$ cat config.mk
export PLATFORM = sky130hd
export DESIGN_NAME = rc4sc_perm
export DESIGN_NICKNAME = d
export VERILOG_FILES = /design/src/design/rc4sc_pkg.sv /design/src/design/rc4sc_ram.sv /design/src/design/rc4sc_perm.sv
export VERILOG_INCLUDE_DIRS = /design/src /design/src/design
export SDC_FILE = /design/constraint.sdc
export NUM_CORES = 2
export LEC_CHECK = 0
export BUFFER_PORTS_ARGS = -buffer_cell sky130_fd_sc_hd__buf_2
export CAP_MARGIN = 20
export CORE_UTILIZATION = 45
export DETAILED_ROUTE_END_ITERATION = 8
export MAX_ROUTING_LAYER = met4
export PLACE_DENSITY = 0.6
export SLEW_MARGIN = 0
export SYNTH_ARGS = -nofsm -noshare
export SYNTH_HDL_FRONTEND = slang
export SYNTH_HIERARCHICAL = 1
export SYNTH_SLANG_ARGS = --single-unit
$ cat constraint.sdc
create_clock -name clock -period 2.8 [get_ports clock]
set_clock_uncertainty 0.1 [all_clocks]
set_input_delay 0.42 -clock clock [delete_from_list [all_inputs] [get_ports clock]]
set_output_delay 0.42 -clock clock [all_outputs]
set_load 0.05 [all_outputs]
$ cat src/design/assert_macros.svh
// Assertion helpers for the RC4 engine.
// RC4_ASSERT_CLK: checked at each rising clock edge, off while reset is high.
// RC4_ASSERT_ALL: checked at each rising clock edge, reset included.
`ifndef ASSERT_MACROS_SVH
`define ASSERT_MACROS_SVH

`ifndef SYNTH
`define RC4_ASSERT_CLK(label, clk, rst, prop, msg) \
   label: assert property (@(posedge clk) disable iff (rst) prop) else $error(msg);
`define RC4_ASSERT_ALL(label, clk, prop, msg) \
   label: assert property (@(posedge clk) prop) else $error(msg);
`else
`define RC4_ASSERT_CLK(label, clk, rst, prop, msg)
`define RC4_ASSERT_ALL(label, clk, prop, msg)
`endif

`endif

$ cat src/design/rc4sc_pkg.sv
package rc4sc_pkg;

   localparam int BYTE_W                = 8;
   localparam int PERM_DEPTH            = 256;
   localparam int MAX_KEY_BYTES_DEFAULT = 256;

   localparam logic [BYTE_W-1:0] LAST_ENTRY = 8'hFF;

   localparam logic OP_KEY  = 1'b0;
   localparam logic OP_DATA = 1'b1;

   typedef enum logic [2:0] {
      ST_IDLE,
      ST_KS_CLEAR,
      ST_KS_READ,
      ST_READ_J,
      ST_SWAP_A,
      ST_SWAP_B,
      ST_HOLD
   } state_type;

   typedef struct packed {
      logic              en;
      logic [BYTE_W-1:0] addr;
      logic [BYTE_W-1:0] data;
   } perm_wr_type;

endpackage

$ cat src/design/rc4sc_ram.sv
module rc4sc_ram #(
   parameter int WIDTH = 8,
   parameter int DEPTH = 256,
   localparam int AW   = (DEPTH > 1) ? $clog2(DEPTH) : 1
) (
   input  logic             clock,
   input  logic             wr_en,
   input  logic [AW-1:0]    wr_addr,
   input  logic [WIDTH-1:0] wr_data,
   input  logic [AW-1:0]    rd_addr,
   output logic [WIDTH-1:0] rd_data
);

   logic [WIDTH-1:0] mem_ff [DEPTH];
   logic [WIDTH-1:0] rd_data_ff;

   always_ff @(posedge clock) begin
      if (wr_en) begin
         mem_ff[wr_addr] <= wr_data;
      end
      rd_data_ff <= mem_ff[rd_addr];
   end

   assign rd_data = rd_data_ff;

endmodule

$ cat src/design/rc4sc_perm.sv
`include "assert_macros.svh"

// Permutation store: RAM plus one valid bit per entry. An entry never written
// since reset or the last clear reads as its own index (identity).
module rc4sc_perm import rc4sc_pkg::*; (
   input  logic              clock,
   input  logic              reset,
   input  logic              clear_all,
   input  perm_wr_type       wr,
   input  logic [BYTE_W-1:0] rd_addr,
   output logic [BYTE_W-1:0] rd_data
);

   logic [PERM_DEPTH-1:0] valid_ff;
   logic [PERM_DEPTH-1:0] valid_in;
   logic                  rd_valid_ff;
   logic [BYTE_W-1:0]     rd_addr_ff;
   logic [BYTE_W-1:0]     ram_data;

   rc4sc_ram #(
      .WIDTH (BYTE_W),
      .DEPTH (PERM_DEPTH)
   ) u_ram (
      .clock   (clock),
      .wr_en   (wr.en),
      .wr_addr (wr.addr),
      .wr_data (wr.data),
      .rd_addr (rd_addr),
      .rd_data (ram_data)
   );

   always_comb begin
      valid_in = valid_ff;
      if (clear_all) begin
         valid_in = '0;
      end else if (wr.en) begin
         valid_in[wr.addr] = 1'b1;
      end
   end

   always_ff @(posedge clock) begin
      if (reset) begin
         valid_ff    <= '0;
         rd_valid_ff <= 1'b0;
      end else begin
         valid_ff    <= valid_in;
         rd_valid_ff <= valid_ff[rd_addr];
      end
      rd_addr_ff <= rd_addr;
   end

   assign rd_data = rd_valid_ff ? ram_data : rd_addr_ff;

   `RC4_ASSERT_ALL(a_clear_empties, clock, (reset || clear_all) |=> (valid_ff == '0), "valid bits survive a clear")

endmodule

==> qor.yml <==
fin_crit_ns: 2.82
switching_share_pct: 21.9
clk_latency_ns: 0.88
antenna_found_initial: 10
endpoint: "u_ram/rd_data[3]"
cts.clk_slew.worst_paths_ns: 0.06
outcome: "finished, violations left"
finalCritPeriodShare_pct: 101
place_area_sq_mm: 0.0991
ys_seq_area_share_pct: 74.3
ys_ff_latch: 2321
finalInstanceArea_sq_mm: 0.106
vias: 49600
vdd_drop_max_uv: 550
post_drt_wl_per_cell_microns: 28.1
cts_tree: "done"
pre_cts_slack_ns: -0.931
vias_per_cell: 5.87
setup_ws_ns: -0.0191
drv_slew: 0
clock_sinks: 2321
grt_pass1_wl_microns: 345000
p_total_w: 0.0712
p_clk_share_pct: 41.1
dr.max_layer_used: "met4"
path_cells: "buf_4, dlygate4sd3_1, buf_4, nor2b_4, buf_4, a22o_1, a221oi_1, o32ai_1, buf_4, nor3_1, buf_4, nor4_1"
grt_pass1_vias: 49600
crit_arrival_ns: 3.48
r2r_start: "u_ram/mem_ff[82][3]"
routabilityCongestion: 0.865
die_width_microns: 450
cts_buffer_depth: 3
io_pins: 36
synth_edf_count: 2048
power_density_mw_per_mm2: 669
first_pass_iters: 6
ys.flop_type: "edfxtp_1"
grtUsageTotal_pct: 24.1
cts_made_buffers: 225
core_sq_mm: 0.198
wl_met3_microns: 17200
cp_top_family: "buffers and inverters"
hold_class: "input pin to flip-flop"
root_buffer: "clkbuf_16"
syn-num-nets: 4904
r2r-end: "u_ram/rd_data[3]"
areaGrowthSynthToFinish_pct: 18.0
critical_path_class: "input pin to flip-flop"
rsz0062_at_grt: "false"
startpoint_type: "input pin"
reg2regPathDepth: 8
slowest_stage: "dlygate4sd3_1"
start_util_pct: 45.5
die_area_sq_mm: 0.202
max_freq_ghz: 0.355
netlist_instances: 4876
violations: "negative setup slack"
dieHeight_microns: 450
grt_max_degree: 98
synth_cell_type_count: 62
num_rows: 163
avgSynthCellArea_sq_um: 18.5
yosys_warnings: 6
async_flop_share_pct: 0
setup_viol: 1
critical_path.max_fanout: 10
post-route-drc-count: 0
power_frac_comb_pct: 5.9
wl_met2_microns: 114000
end_kind: "flip-flop"
maxSlewHeadroom_pct: 22.9
gr-total-overflow: 0
cap_violations: 0
syn_area_sq_mm: 0.0901
portBuffers: 35
hpwl_microns: 157000
drt_iter0_markers: 5476
p_leak_nw: 34.9
met1Wirelength_microns: 98200
htreeDepth: 4
p_sw_w: 0.0156
hold_violations: 0
p_int_w: 0.0556
p_seq_share_pct: 53.0
crit_buf_inv: 6
fin_nets: 5642
layout-drive-gt1-share_pct: 29.4
final_antenna_net_count: 0
rrSetupSlack_ns: 0.04
wl_microns: 237000
crit_cells: 12
crit_start: "rd_addr[2]"
worst_pin_slew_ns: 1.15
cpMostUsedCell: "buf_4"
cpPeakStageDelay_ns: 0.64
worst_ep_required_time_ns: 3.46
## per-stage QoR
step	utilization (%)	hold slack, ns	cells	setup TNS (ns)
after floorplan	-	0.331	4876	0
after global placement	50.0	0.341	8010	-5.48
after detailed placement	50.0	0.350	8011	-4.82
after CTS	53.7	0.00713	8441	0
after global routing	53.7	0.0613	8446	0
final	53.7	0.0555	8446	-0.0191
## layout make-up
cell class              count  area [sq um]
fillers                 15500         91800
flip-flops and latches   2321         67000
clock buffers             298          6050
well taps                2640          3300
repair buffers            856          7620
multi-input cells        2203         21300
diodes                      3          7.51
clock inverters           118          1090
inverters                   7          26.3
## repair_timing
| item | in CTS | in global routing |
|---|---|---|
| endpoints found under the setup margin | 3 | 0 |
| endpoints found under the hold margin | 361 | 0 |
| gates resized for setup | 3 | 0 |
| hold buffers | 14 | 0 |
| setup buffers | 0 | 0 |
## how the worst min path moves through the flow
stage	endpoint	from	cells after the start	slack (ns)
after CTS	valid_ff[142]	clear_all	3	0.007
after detailed placement	valid_ff[175]	valid_ff[175]	2	0.35
after global routing	valid_ff[147]	clear_all	3	0.06
after floorplan	valid_ff[206]	valid_ff[206]	2	0.33
after global placement	valid_ff[90]	valid_ff[90]	2	0.34
final	valid_ff[134]	clear_all	3	0.06
## logic make-up (layout without fill, tap and decap cells)
logic type / count (synthesis) / in the layout / share of synthesized area (%)
muxes: 685 / 685 / 14.6
other: 0 / 3 / 0
and+or+nand+nor: 829 / 829 / 4.02
DFF: 2321 / 2321 / 74.3
AOI/OAI and AO/OA: 689 / 689 / 4.85
buffers and inverters: 352 / 1279 / 2.21
## layout by cell type (no fill, tap or decap), types with 18 or more instances in the layout
cell type / instances
a211oi_1: 19
a21oi_1: 342
a22oi_1: 134
a31oi_1: 22
and3_1: 18
buf_12: 91
buf_2: 23
buf_4: 716
clkbuf_1: 56
clkbuf_16: 225
clkinv_1: 51
clkinv_2: 28
dfxtp_1: 273
edfxtp_1: 2048
mux2i_1: 168
mux4_2: 502
nand2_1: 50
nand3_1: 35
nor2_1: 552
nor2b_1: 34
nor3_1: 26
nor4_1: 21
o221ai_1: 54
o22ai_1: 35
## flip-flops by register name (all words and copies together) (netlist names)
signal	count
rd_addr_ff	8
u_ram/rd_data	8
valid_ff	256
rd_valid_ff	1
u_ram/mem_ff	2048
## Yosys cell counts (8+ instances only)
| master | number | area share [%] |
|---|---|---|
| a211oi_1 | 19 | 0.16 |
| a21oi_1 | 342 | 1.9 |
| a221oi_1 | 14 | 0.14 |
| a22o_1 | 8 | 0.078 |
| a22oi_1 | 134 | 1.1 |
| a31oi_1 | 22 | 0.15 |
| and2_1 | 18 | 0.12 |
| and3_1 | 18 | 0.12 |
| buf_1 | 23 | 0.096 |
| buf_12 | 9 | 0.20 |
| buf_2 | 35 | 0.19 |
| buf_4 | 30 | 0.25 |
| buf_6 | 29 | 0.36 |
| buf_8 | 13 | 0.22 |
| clkbuf_1 | 206 | 0.86 |
| dfxtp_1 | 273 | 6.1 |
| edfxtp_1 | 2048 | 68 |
| mux2_2 | 13 | 0.16 |
| mux2i_1 | 168 | 1.9 |
| mux4_2 | 502 | 13 |
| nand2_1 | 50 | 0.21 |
| nand2b_1 | 15 | 0.10 |
| nand3_1 | 41 | 0.23 |
| nand4_1 | 13 | 0.090 |
| nor2_1 | 555 | 2.3 |
| nor2b_1 | 37 | 0.26 |
| nor3_1 | 33 | 0.18 |
| nor4_1 | 25 | 0.17 |
| o211ai_1 | 14 | 0.12 |
| o21ai_0 | 14 | 0.078 |
| o221ai_1 | 54 | 0.52 |
| o22ai_1 | 35 | 0.24 |
## power by group through the flow
stage / logic (W) / clock network [W] / registers [W]
2_1_floorplan: 0.00200 / 0 / 0.0385
3_3_place_gp: 0.00413 / 0 / 0.0385
3_5_place_dp: 0.00417 / 0 / 0.0385
4_1_cts: 0.00420 / 0.0297 / 0.0377
5_1_grt: 0.00438 / 0.0309 / 0.0377
6_report: 0.00419 / 0.0293 / 0.0377
## worst register-to-register path, delay by kind of cell (launching register included)
| family | cells | cell delay (ns) |
|---|---|---|
| buf+inv | 2 | 0.38 |
| mux | 1 | 0.48 |
| compound gates | 3 | 0.85 |
| simple gates | 2 | 0.48 |
| flops | 1 | 0.36 |
## layer usage
metal  track usage [%]  up-vias
li1                  -    21200
met1              33.1    26000
met2              37.7     2025
met3              3.45      403
met4              7.36        0
met5                 -        -
(Power assumes the default switching activity.)
